`src/hw/rtl/pwm_input_duty_decoder_assert.svh`:
```
// Assertion macros for the PWM input duty decoder.
// Expects clk and rst in scope at the point of use; no other dependencies.
`ifndef PWM_INPUT_DUTY_DECODER_ASSERT_SVH
`define PWM_INPUT_DUTY_DECODER_ASSERT_SVH
`ifndef SYNTHESIS
// Implication or sequence checked at every clock edge outside reset.
`define PWMDD_ASSERT(label, prop, msg) \
  label: assert property (@(posedge clk) disable iff (rst) prop) else $error(msg);
// Plain state invariant, checked at every clock edge outside reset.
`define PWMDD_ASSERT_INV(label, expr, msg) \
  label: assert property (@(posedge clk) disable iff (rst) (expr)) else $error(msg);
`else
`define PWMDD_ASSERT(label, prop, msg)
`define PWMDD_ASSERT_INV(label, expr, msg)
`endif
`endif

```
`src/hw/rtl/pwmdd_pkg.sv`:
```
// Shared types and constants of the PWM input duty decoder.
// No dependencies; imported by every module of the block.
`default_nettype none

package pwmdd_pkg;

  localparam int DIV_W    = 27;  // dividend / quotient width of the shared divider
  localparam int STEP_W   = 5;   // divider step counter
  localparam int FREQ_W   = 27;
  localparam int DUTY_W   = 7;
  localparam int REF_W    = 16;
  localparam int LIMIT_W  = 16;
  localparam int EVCNT_W  = 17;  // timeout and equal-reading counters
  localparam int HZ_W     = 27;
  localparam int CFG_IDX_W = 2;
  localparam int OUT_DATA_W = 56;  // 51 field bits padded to whole bytes
  localparam int OUT_FIELD_W = FREQ_W + DUTY_W + REF_W + 1;

  localparam logic [DUTY_W-1:0] DUTY_FULL = 7'd100;
  localparam logic [7:0]        REF_DIVISOR = 8'd99;
  localparam logic [STEP_W-1:0] DUTY_STEPS = 5'd7;
  localparam logic [STEP_W-1:0] WIDE_STEPS = 5'd27;

  // s_tuser bit positions
  localparam int EV_OVF = 0;
  localparam int EV_CAP = 1;

  localparam logic [LIMIT_W-1:0] STABLE_LIMIT_RST = 16'd10;
  localparam logic [HZ_W-1:0]    CLOCK_HZ_RST     = 27'd1000000;
  localparam logic [REF_W-1:0]   MIN_REF_RST      = 16'd0;
  localparam logic [REF_W-1:0]   MAX_REF_RST      = 16'd65535;

  typedef enum logic [CFG_IDX_W-1:0] {
    REG_STABLE_LIMIT     = 2'd0,
    REG_CAPTURE_CLOCK_HZ = 2'd1,
    REG_MIN_REF_FREQ     = 2'd2,
    REG_MAX_REF_FREQ     = 2'd3
  } cfg_reg_t;

  typedef struct packed {
    logic [LIMIT_W-1:0] stable_limit;
    logic [HZ_W-1:0]    capture_clock_hz;
    logic [REF_W-1:0]   min_ref_freq;
    logic [REF_W-1:0]   max_ref_freq;
  } cfg_t;

  typedef struct packed {
    logic              start;
    logic [STEP_W-1:0] steps;
  } div_cmd_t;

  typedef struct packed {
    logic busy;
    logic done;
  } div_stat_t;

endpackage

`default_nettype wire

```
`src/hw/rtl/pwmdd_cfg_regs.sv`:
```
// Configuration register file of the PWM input duty decoder.
// Depends on pwmdd_pkg (cfg_t, register indexes, reset values).
`default_nettype none

module pwmdd_cfg_regs
  import pwmdd_pkg::*;
(
  input  wire logic                 clk,
  input  wire logic                 rst,
  input  wire logic                 cfg_valid,
  output logic                      cfg_ready,
  input  wire logic [CFG_IDX_W-1:0] cfg_index,
  input  wire logic [HZ_W-1:0]      cfg_data,
  output cfg_t                      cfg
);

  assign cfg_ready = 1'b1;

  always_ff @(posedge clk) begin
    if (rst) begin
      cfg.stable_limit     <= STABLE_LIMIT_RST;
      cfg.capture_clock_hz <= CLOCK_HZ_RST;
      cfg.min_ref_freq     <= MIN_REF_RST;
      cfg.max_ref_freq     <= MAX_REF_RST;
    end else if (cfg_valid) begin
      case (cfg_index)
        REG_STABLE_LIMIT:     cfg.stable_limit     <= cfg_data[LIMIT_W-1:0];
        REG_CAPTURE_CLOCK_HZ: cfg.capture_clock_hz <= cfg_data;
        REG_MIN_REF_FREQ:     cfg.min_ref_freq     <= cfg_data[REF_W-1:0];
        REG_MAX_REF_FREQ:     cfg.max_ref_freq     <= cfg_data[REF_W-1:0];
        default: ;
      endcase
    end
  end

endmodule

`default_nettype wire

```
`src/hw/rtl/pwmdd_div_unit.sv`:
```
// Shared restoring divider, one quotient bit per cycle.
// Depends on pwmdd_pkg and pwm_input_duty_decoder_assert.svh.
`default_nettype none
`include "pwm_input_duty_decoder_assert.svh"

module pwmdd_div_unit
  import pwmdd_pkg::*;
#(
  parameter int DEN_W = 16
) (
  input  wire logic             clk,
  input  wire logic             rst,
  input  wire div_cmd_t         cmd,
  input  wire logic [DEN_W-1:0] rem_init,   // must be below divisor
  input  wire logic [DIV_W-1:0] num_init,   // dividend bits, msb first
  input  wire logic [DEN_W-1:0] divisor,
  output div_stat_t             stat,
  output logic      [DIV_W-1:0] quotient
);

  logic [DEN_W-1:0]  rem;
  logic [DIV_W-1:0]  num;
  logic [DEN_W-1:0]  den;
  logic [STEP_W-1:0] count;
  logic [STEP_W-1:0] last;
  logic              busy;

  logic [DEN_W:0]    shifted;
  logic [DEN_W+1:0]  trial;
  logic              fits;

  assign shifted = {rem, num[DIV_W-1]};
  assign trial   = {1'b0, shifted} - {2'b00, den};
  assign fits    = ~trial[DEN_W+1];

  always_ff @(posedge clk) begin
    if (rst) begin
      busy  <= 1'b0;
      count <= '0;
    end else if (cmd.start) begin
      busy  <= 1'b1;
      count <= '0;
    end else if (busy) begin
      count <= count + 1'b1;
      if (count == last) begin
        busy <= 1'b0;
      end
    end
  end

  always_ff @(posedge clk) begin
    if (cmd.start) begin
      rem  <= rem_init;
      num  <= num_init;
      den  <= divisor;
      last <= cmd.steps - 1'b1;
    end else if (busy) begin
      rem <= fits ? trial[DEN_W-1:0] : shifted[DEN_W-1:0];
      num <= {num[DIV_W-2:0], fits};
    end
  end

  assign stat.busy = busy;
  assign stat.done = busy && (count == last);
  assign quotient  = num;

  `PWMDD_ASSERT(a_start_busy, cmd.start |=> stat.busy, "divider did not start")
  `PWMDD_ASSERT(a_done_idle, stat.done && !cmd.start |=> !stat.busy, "divider ran past last step")
  `PWMDD_ASSERT(a_rem_bound, busy |-> (rem < den), "partial remainder not below divisor")

endmodule

`default_nettype wire

```
`src/hw/rtl/pwm_input_duty_decoder.sv`:
```
// Per accepted item: with a valid capture, a 7-step duty divide (skipped when the high time
// clamps the duty) and a 27-step frequency divide; then the reference map (REF_MUL, REF_DIV,
// REF_FIX, the last two skipped when the accepted duty is zero), then ST_DONE, which waits while
// a stalled m_tready holds the previous beat. A new item is taken only back in ST_IDLE.
// Reset (rst, synchronous): registers to defaults, counters and duty state to zero, no beat.
// Depends on pwmdd_pkg, pwmdd_cfg_regs, pwmdd_div_unit, pwm_input_duty_decoder_assert.svh.
`default_nettype none
`include "pwm_input_duty_decoder_assert.svh"

module pwm_input_duty_decoder
  import pwmdd_pkg::*;
#(
  parameter int COUNT_WIDTH = 16,
  localparam int IN_W      = 1 + 2 * COUNT_WIDTH,
  localparam int IN_DATA_W = ((IN_W + 7) / 8) * 8
) (
  input  wire logic                  clk,
  input  wire logic                  rst,
  // input beats
  input  wire logic                  s_tvalid,
  output logic                       s_tready,
  input  wire logic [IN_DATA_W-1:0]  s_tdata,   // pin_level, period_count, high_count, zero pad
  input  wire logic [1:0]            s_tuser,   // overflow_event, capture_event
  // result beats
  output logic                       m_tvalid,
  input  wire logic                  m_tready,
  output logic [OUT_DATA_W-1:0]      m_tdata,   // frequency, duty_percent, ref_freq, drive_on, pad
  output logic [0:0]                 m_tuser,   // bad_capture
  // configuration writes
  input  wire logic                  cfg_valid,
  output logic                       cfg_ready,
  input  wire logic [CFG_IDX_W-1:0]  cfg_index,
  input  wire logic [HZ_W-1:0]       cfg_data
);

  typedef enum logic [3:0] {
    ST_IDLE,
    ST_DUTY_DIV,
    ST_DUTY_UPD,
    ST_FREQ_DIV,
    ST_FREQ_UPD,
    ST_REF_MUL,
    ST_REF_DIV,
    ST_REF_FIX,
    ST_DONE
  } state_t;

  localparam int HP_W = COUNT_WIDTH + DUTY_W;  // high_count * 100

  // x / 99 as (x * ceil(2^29 / 99)) >> 29, exact for x below 2^23
  localparam logic [22:0] REF_RECIP       = 23'd5422939;
  localparam int          REF_RECIP_SHIFT = 29;

  cfg_t cfg;

  pwmdd_cfg_regs u_cfg (
    .clk       (clk),
    .rst       (rst),
    .cfg_valid (cfg_valid),
    .cfg_ready (cfg_ready),
    .cfg_index (cfg_index),
    .cfg_data  (cfg_data),
    .cfg       (cfg)
  );

  // ---------------------------------------------------------------- shared divider
  div_cmd_t                 div_cmd;
  div_stat_t                div_stat;
  logic [COUNT_WIDTH-1:0]   div_rem_init;
  logic [DIV_W-1:0]         div_num_init;
  logic [COUNT_WIDTH-1:0]   div_den;
  logic [DIV_W-1:0]         div_quot;

  pwmdd_div_unit #(
    .DEN_W (COUNT_WIDTH)
  ) u_div (
    .clk       (clk),
    .rst       (rst),
    .cmd       (div_cmd),
    .rem_init  (div_rem_init),
    .num_init  (div_num_init),
    .divisor   (div_den),
    .stat      (div_stat),
    .quotient  (div_quot)
  );

  // ---------------------------------------------------------------- state
  state_t                  state;
  logic [EVCNT_W-1:0]      timeout_count;
  logic [EVCNT_W-1:0]      equal_count;
  logic [DUTY_W-1:0]       previous_duty;
  logic [DUTY_W-1:0]       accepted_duty;
  logic [FREQ_W-1:0]       measured_frequency;

  // item registers (payload, no reset)
  logic [COUNT_WIDTH-1:0]  period_q;
  logic                    duty_full_q;  // high >= period, duty clamps to 100
  logic                    bad_q;
  logic signed [24:0]      ref_prod;
  logic [REF_W-1:0]        ref_quot;
  logic [REF_W-1:0]        ref_q;

  // ---------------------------------------------------------------- input decode
  logic                    in_accept;
  logic                    in_ovf;
  logic                    in_cap;
  logic                    in_pin;
  logic [COUNT_WIDTH-1:0]  in_period;
  logic [COUNT_WIDTH-1:0]  in_high;
  logic [HP_W-1:0]         high_ext;
  logic [HP_W-1:0]         high100;
  logic                    period_zero;
  logic                    high_full;

  assign in_accept   = s_tvalid && s_tready;
  assign in_ovf      = s_tuser[EV_OVF];
  assign in_cap      = s_tuser[EV_CAP];
  assign in_pin      = s_tdata[0];
  assign in_period   = s_tdata[COUNT_WIDTH:1];
  assign in_high     = s_tdata[2*COUNT_WIDTH:COUNT_WIDTH+1];
  assign high_ext    = {{DUTY_W{1'b0}}, in_high};
  // x*100 = x*64 + x*32 + x*4
  assign high100     = (high_ext << 6) + (high_ext << 5) + (high_ext << 2);
  assign period_zero = (in_period == '0);
  assign high_full   = (in_high >= in_period);

  // overflow handling happens at the accept edge, ahead of the capture
  logic [EVCNT_W-1:0] timeout_inc;
  logic               timeout_hit;
  assign timeout_inc = timeout_count + 1'b1;
  assign timeout_hit = timeout_inc > {1'b0, cfg.stable_limit};

  // duty reading once the divide is through
  logic [DUTY_W-1:0]  duty_val;
  logic [EVCNT_W-1:0] equal_inc;
  logic               equal_hit;
  assign duty_val  = duty_full_q ? DUTY_FULL : div_quot[DUTY_W-1:0];
  assign equal_inc = equal_count + 1'b1;
  assign equal_hit = equal_inc > {1'b0, cfg.stable_limit};

  // reference map: min + floor((max-min)*(duty-1)/99)
  logic signed [16:0]  ref_diff;
  logic signed [7:0]   ref_dm1;
  logic signed [24:0]  ref_prod_next;
  logic [22:0]         ref_mag;
  logic                ref_neg;
  logic [45:0]         ref_recip_prod;
  logic [22:0]         ref_back;
  logic                ref_rem_nz;
  logic [REF_W:0]      ref_qmag;
  logic [REF_W-1:0]    ref_next;

  assign ref_diff      = $signed({1'b0, cfg.max_ref_freq}) - $signed({1'b0, cfg.min_ref_freq});
  assign ref_dm1       = $signed({1'b0, accepted_duty - 1'b1});
  assign ref_prod_next = ref_diff * ref_dm1;
  assign ref_neg       = ref_prod[24];
  // |product| is at most 65535 * 99, below 2^23
  assign ref_mag       = ref_neg ? 23'(-ref_prod) : 23'(ref_prod);
  assign ref_recip_prod = {23'd0, ref_mag} * {23'd0, REF_RECIP};
  assign ref_back      = {7'd0, ref_quot} * {15'd0, REF_DIVISOR};
  assign ref_rem_nz    = (ref_back != ref_mag);
  // a negative product floors away from zero
  assign ref_qmag      = {1'b0, ref_quot}
                         + {{REF_W{1'b0}}, (ref_neg && ref_rem_nz)};
  assign ref_next      = ref_neg ? cfg.min_ref_freq - ref_qmag[REF_W-1:0]
                                 : cfg.min_ref_freq + ref_qmag[REF_W-1:0];

  // ---------------------------------------------------------------- divider commands
  always_comb begin
    div_cmd      = '0;
    div_rem_init = '0;
    div_num_init = '0;
    div_den      = '0;
    case (state)
      ST_IDLE: begin
        // high*100 / period with the top bits preloaded: quotient fits in 7 bits
        div_cmd.start = in_accept && in_cap && !period_zero && !high_full;
        div_cmd.steps = DUTY_STEPS;
        div_rem_init  = high100[HP_W-1:DUTY_W];
        div_num_init  = {high100[DUTY_W-1:0], {(DIV_W-DUTY_W){1'b0}}};
        div_den       = in_period;
      end
      ST_DUTY_UPD: begin
        div_cmd.start = 1'b1;
        div_cmd.steps = WIDE_STEPS;
        div_num_init  = cfg.capture_clock_hz;
        div_den       = period_q;
      end
      default: ;
    endcase
  end

  // ---------------------------------------------------------------- sequencer
  always_ff @(posedge clk) begin
    if (rst) begin
      state              <= ST_IDLE;
      timeout_count      <= '0;
      equal_count        <= '0;
      previous_duty      <= '0;
      accepted_duty      <= '0;
      measured_frequency <= '0;
      m_tvalid           <= 1'b0;
    end else begin
      // ST_DONE owns m_tvalid while it runs
      if (m_tvalid && m_tready && (state != ST_DONE)) begin
        m_tvalid <= 1'b0;
      end
      case (state)
        ST_IDLE: begin
          if (in_accept) begin
            if (in_ovf) begin
              if (timeout_hit) begin
                timeout_count <= '0;
                accepted_duty <= in_pin ? '0 : DUTY_FULL;
              end else begin
                timeout_count <= timeout_inc;
              end
            end
            if (in_cap && !period_zero) begin
              state <= high_full ? ST_DUTY_UPD : ST_DUTY_DIV;
            end else begin
              state <= ST_REF_MUL;
            end
          end
        end
        ST_DUTY_DIV: begin
          if (div_stat.done) begin
            state <= ST_DUTY_UPD;
          end
        end
        ST_DUTY_UPD: begin
          timeout_count <= '0;
          previous_duty <= duty_val;
          if (duty_val == previous_duty) begin
            if (equal_hit) begin
              equal_count   <= '0;
              accepted_duty <= duty_val;
            end else begin
              equal_count <= equal_inc;
            end
          end else begin
            equal_count <= '0;
          end
          state <= ST_FREQ_DIV;
        end
        ST_FREQ_DIV: begin
          if (div_stat.done) begin
            state <= ST_FREQ_UPD;
          end
        end
        ST_FREQ_UPD: begin
          measured_frequency <= div_quot[FREQ_W-1:0];
          state              <= ST_REF_MUL;
        end
        ST_REF_MUL: begin
          state <= (accepted_duty == '0) ? ST_DONE : ST_REF_DIV;
        end
        ST_REF_DIV: begin
          state <= ST_REF_FIX;
        end
        ST_REF_FIX: begin
          state <= ST_DONE;
        end
        ST_DONE: begin
          // the previous beat may still sit in the output register
          if (!m_tvalid || m_tready) begin
            m_tvalid <= 1'b1;
            state    <= ST_IDLE;
          end
        end
        default: begin
          state <= ST_IDLE;
        end
      endcase
    end
  end

  // item payload registers
  always_ff @(posedge clk) begin
    if (state == ST_IDLE && in_accept) begin
      period_q    <= in_period;
      duty_full_q <= high_full;
      bad_q       <= in_cap && period_zero;
    end
    if (state == ST_REF_MUL) begin
      ref_prod <= ref_prod_next;
      ref_q    <= cfg.min_ref_freq;
    end
    if (state == ST_REF_DIV) begin
      ref_quot <= ref_recip_prod[REF_RECIP_SHIFT +: REF_W];
    end
    if (state == ST_REF_FIX) begin
      ref_q <= ref_next;
    end
    if (state == ST_DONE && (!m_tvalid || m_tready)) begin
      m_tdata <= {{(OUT_DATA_W-OUT_FIELD_W){1'b0}},
                  (accepted_duty != '0), ref_q, accepted_duty, measured_frequency};
      m_tuser <= bad_q;
    end
  end

  assign s_tready = (state == ST_IDLE);

  `PWMDD_ASSERT(a_one_item, in_accept |=> !s_tready, "second item taken while busy")
  `PWMDD_ASSERT(a_out_hold, m_tvalid && !m_tready |=> m_tvalid && $stable(m_tdata), "beat dropped")
  `PWMDD_ASSERT_INV(a_duty_range, accepted_duty <= DUTY_FULL, "accepted duty above 100")
  `PWMDD_ASSERT_INV(a_prev_range, previous_duty <= DUTY_FULL, "duty reading above 100")

endmodule

`default_nettype wire

```
`config.mk`:
```
export PLATFORM = sky130hd
export DESIGN_NAME = pwm_input_duty_decoder
export DESIGN_NICKNAME = d
export VERILOG_FILES = /design/src/hw/rtl/pwmdd_pkg.sv /design/src/hw/rtl/pwmdd_cfg_regs.sv /design/src/hw/rtl/pwmdd_div_unit.sv /design/src/hw/rtl/pwm_input_duty_decoder.sv
export VERILOG_INCLUDE_DIRS = /design/src /design/src/hw/rtl
export SDC_FILE = /design/constraint.sdc
export NUM_CORES = 2
export LEC_CHECK = 0
export ABC_AREA = 1
export BUFFER_PORTS_ARGS = -buffer_cell sky130_fd_sc_hd__buf_2
export CORE_UTILIZATION = 60
export DETAILED_ROUTE_END_ITERATION = 8
export GPL_TIMING_DRIVEN = 0
export PLACE_DENSITY = 0.85
export SLEW_MARGIN = 20
export SYNTH_ARGS = -nofsm -noshare
export SYNTH_HDL_FRONTEND = slang
export SYNTH_SLANG_ARGS = --single-unit
```
`constraint.sdc`:
```
create_clock -name clk -period 15.2 [get_ports clk]
set_clock_uncertainty 0.2 [all_clocks]
set_input_delay 1.52 -clock clk [delete_from_list [all_inputs] [get_ports clk]]
set_output_delay 1.52 -clock clk [all_outputs]
set_load 0.05 [all_outputs]
```
# After elaboration in Yosys (flattened, before gate mapping)
# Index checks and enable logic that the tools add are counted.
# W data, S select, Z words.
# word_totals
register_bits	352
word_cells	141
in_bits	76
# op_classes
n_reduce_logical	32
mux	41
n_mul	3
n_eq_ne	23
n_lt_le_gt_ge	3
n_addsub	13
bitwise_logic	1
# op_table
operator	n
$mux W16	7
$mux W17	5
$mux W27	2
$pmux W27 S2	1
$mux W7	7
$mul A23 B23 Y45 const B	1
$pmux W4 S9	1
$add A17 B1 Y17 const B	2
$gt A17 B16 Y1	2
$pmux W17 S2	1
$pmux W16 S2	1
$mul A17 B8 Y25	1
$add A22 B21 Y23	1
$add A23 B18 Y23	1
$mul A16 B7 Y23 const B	1
$mux W23	1
$ne A23 B23 Y1	1
$neg A23 Y23	1
$mux W4	5
$sub A17 B16 Y18	1
$sub A16 B16 Y17	1
$add A16 B1 Y16	1
$add A16 B16 Y16	1
$eq A4 B3 Y1 const B	4
other kinds (35)	66

# Logic depth before layout (Yosys ltp)
# depth
ltp_word	8
mapped_depth	48
ltp_nobuf	47

# By module
# Synthesis repeated with hierarchy kept, for this count alone.
# unflattened
cells_unflattened	4666
area_unflattened_um2	37741.2
# modules_own_cells
module	cells_each	area_each_um2	seq_area_each_um2	n_inst
pwm_input_duty_decoder	3729	30630.6	5385.2	1
pwmdd_div_unit	499	4120.2	2042.0	1
pwmdd_cfg_regs	438	2990.4	1501.4	1

# Worst setup path before layout
# No wires, ideal clock.
# synth_path
kind	register to register
start	register ref_prod[0]
end	register ref_quot[8], data pin
t_required_ns	14.742
setup_time_ns	0.258
synth_period_minus_slack_ns	7.477
n_path_buf	0
arrival_time_ns	7.019
path_stages_with_launch	30
slack_ns	7.723
cell_sequence	edfxtp_1 -> inv_1 -> ha_1 -> inv_1 -> nor3_2 -> nand2_1 -> nor2_2 -> nand2_1 -> nand2_1 -> xor2_1 -> inv_1 -> ha_1 -> inv_1 -> fa_1 -> fa_1 -> fa_1 -> inv_1 -> fa_1 -> inv_1 -> fa_1 -> inv_1 -> fa_1 -> ha_1 -> a21oi_1 -> o21ai_0 -> a21oi_1 -> a21boi_0 -> o21bai_1 -> a21oi_1 -> xnor2_1
# synth_via
elab_chain_len	3
# synth_rtl
element	line_no	rtl
start: declaration	pwm_input_duty_decoder.sv:99	logic signed [24:0] ref_prod;
start signal: assignment	pwm_input_duty_decoder.sv:286	ref_prod <= ref_prod_next;
$neg A23 Y23	pwm_input_duty_decoder.sv:158	assign ref_mag = ref_neg ? 23'(-ref_prod) : 23'(ref_prod);
$mux W23 *	pwm_input_duty_decoder.sv:158	
$mul A23 B23 Y45 *	pwm_input_duty_decoder.sv:159	assign ref_recip_prod = {23'd0, ref_mag} * {23'd0, REF_RECIP};
via ref_recip_prod[37]	pwm_input_duty_decoder.sv:147	logic [45:0] ref_recip_prod;
end signal: assignment	pwm_input_duty_decoder.sv:290	ref_quot <= ref_recip_prod[REF_RECIP_SHIFT +: REF_W];
end: declaration	pwm_input_duty_decoder.sv:100	logic [REF_W-1:0] ref_quot;
# The timed path passes the listed nets; every way through them passes the cells marked *.
# A chain may end at the register's enable or synchronous reset.

# Worst setup path in the final report
# layout_path
start	register ref_prod[0]
end	register ref_quot[9], data pin
# Same word-level chain as after synthesis.

==> out/metrics.cfg <==
[global_route]
grt_usage_pct = 33.1
grt_overflow_total = 0
grt_pass1_wl_um = 157000
grt_pass1_vias = 30400
grt_max_degree = 29
antenna_found_initial = 0

[floorplanning]
num_rows = 89
core_area_um2 = 59400
fp.dieH_um = 248
num_io_pins = 136
die_area_um2 = 61400
die_x_um = 248
initial_core_util_pct = 61.1

[routing]
ant_nets = 0
wl_met3_um = 8190
drtPass1Iterations = 9
wirelength_um = 99000
drt_iter0_markers = 2347
drt-vias-per-instance = 5.67
top_layer = met4
met1Wirelength_um = 38300
drc = 2
dr_total_vias = 29700
wl_per_cell_um = 18.9
met2WireLength_um = 46900

[placement]
globalplace.congestion = 0.990
hpwl_um = 80200
io_buffers = 121

[sta]
max_freq_mhz = 111
setup_viol = 0
hold_viol_final = 0
slew_viol_final = 0
maxSlewHeadroom_pct = 30.5
rsz0062_at_grt = no
fin_setup_tns_ps = 0
period_share_pct = 59.5
tightestPinTransition_ps = 1040
final.min_clock_period_ps = 9040

[synthesis]
syn_area_um2 = 36200
syn_inst = 4257
yosys_warnings = 0
yosys-top-cells-area = fa_1, ha_1, edfxtp_1, dfxtp_1, inv_1
synth_edf_count = 188
synth_top_family_by_area = adder cells
synthXorXnorAreaFrac_pct = 4.33
synth.distinct_cells = 57
avgSynthCellArea_um2 = 8.51
synth_flop_cell = edfxtp_1
synthSimpleGateAreaFrac_pct = 16.0
synth_compound_area_share_pct = 9.32
synth_top_cell_area_share_pct = 19.8
ys_ff_latch = 349
synthMuxAreaShare_pct = 0
yosysTopAreaCell = fa_1
yosysSeqAreaShare_pct = 24.5
synth_fa_ha_area_share_pct = 36.2
synthArstFlopShare_pct = 0

[flow_run]
cap_violations = 0

[setup_path]
arrival_ps = 9140
path_max_fanout = 10
cpMostUsedCell = inv_1
start_kind = register
cp-end-kind = register
cp_slowest_cell = edfxtp_1
critPathKind = register to register
cp.required_ps = 15300
cpPeakStageDelay_ps = 770

[finish]
final_common_cell = inv_1
drive_gt1_share_pct = 6.55
layout.nets = 5340
synthToLayoutAreaGrowth_pct = 8.66
insertedDiodeCount = 0
fill_cells = 4714
layout_common_cells = inv_1, nand2_1, ha_1

[clocking]
post_cts_resized = 0
cts_buffers = 37
cts_tree = yes
cts-root-buf = clkbuf_16
clkTransAtPathRegs_ps = 60
clk_latency_ps = 570
post_cts_buffers = 0
cts_sinks = 349
h-tree-depth = 2
hold_buffers = 0
clk_path_buf_depth = 3

[run_status]
status = complete, but fails checks
violations = design-rule violations

[worst_hold_path]
holdCritPathClass = register to register

==> final timing paths <==
kind / start / slack (ps) / depth (start not counted) / endpoint
worst max-delay path: ref_prod[0] / 6160 / 29 / ref_quot[9]
worst min register to register: bad_q / 220 / 0 / m_tuser
worst min-delay path: bad_q / 220 / 0 / m_tuser
worst max register to register: ref_prod[0] / 6160 / 29 / ref_quot[9]
==> flip-flops by register name (all words and copies together) (netlist names), 3 cells and up <==
| register | flops |
|---|---|
| u_cfg.cfg | 75 |
| m_tdata | 51 |
| measured_frequency | 27 |
| u_div.quotient | 27 |
| ref_prod | 24 |
| equal_count | 17 |
| timeout_count | 17 |
| period_q | 16 |
| ref_q | 16 |
| ref_quot | 16 |
| u_div.den | 16 |
| u_div.rem | 16 |
| accepted_duty | 7 |
| previous_duty | 7 |
| u_div.count | 5 |
| state | 4 |
| u_div.last | 3 |
==> worst max-delay path, delay by kind of cell, from the launching register on <==
kind / cells / cell delay (ps)
simple gates: 7 / 1220
xor+xnor: 2 / 920
compound gates: 3 / 520
fa+ha+maj: 9 / 4000
flops: 1 / 770
buf+inv: 8 / 1140
==> kinds of logic after synthesis <==
logic type / count (synthesis)
buffers and inverters: 921
AOI/OAI and AO/OA: 603
xor gates and xnor gates: 179
DFF: 349
adders and majority gates: 833
and+or+nand+nor: 1370
other: 2
==> metal layers <==
| metal | global-route usage, % | up-vias |
|---|---|---|
| li1 | - | 14000 |
| met1 | 40.6 | 14100 |
| met2 | 55.8 | 1253 |
| met3 | 5.59 | 297 |
| met4 | 17.3 | 0 |
| met5 | 0 | - |
==> area by class of cell <==
cell class                      instances  area, um^2  share of cell area, %
Clock inverter                         18         215                  0.546
Inverter                              846        3180                   8.06
Clock buffer                           50        1090                   2.77
Tap cell                              773         967                   2.46
Multi-Input combinational cell       2991       24000                   60.8
Buffer                                 75         344                  0.874
Sequential cell                       349        8870                   22.5
Timing Repair Buffer                  131         768                   1.95
==> synth_stat cells, types with 3 or more instances <==
cell and n:
a211oi_1 4, a21boi_0 7, a21o_1 12, a21oi_1 244, a21oi_2 11, a221oi_1 8, a22o_1 17, a31oi_1 12
and3_1 5, buf_2 4, buf_4 7, clkbuf_1 59, clkinv_1 3, dfxtp_1 161, edfxtp_1 188, fa_1 359
ha_1 474, inv_1 838, inv_2 5, nand2_1 664, nand2_2 12, nand3_1 155, nand3b_1 16, nand4_1 32
nor2_1 395, nor2_2 6, nor3_1 37, nor4_1 12, o2111ai_1 6, o211ai_1 12, o21a_1 3, o21ai_0 230
o21ai_1 3, o21bai_1 8, o22ai_1 12, o31ai_1 8, or2_2 25, xnor2_1 63, xor2_1 116
==> per-stage QoR <==
stage,hold slack (ps),setup WS [ps],utilization [%],instances,instance area [um^2]
2_1_floorplan,200,7720,-,4261,36300
3_3_place_gp,205,5850,63.7,5155,37800
3_5_place_dp,207,6330,64.2,5165,38100
4_1_cts,222,6300,66.4,5233,39400
5_1_grt,233,5730,66.4,5233,39400
6_report,222,6160,66.4,5233,39400
Power is left out: the tool's default activity adds up to more than one toggle a clock period on the data nets, which glitch-free logic cannot reach.
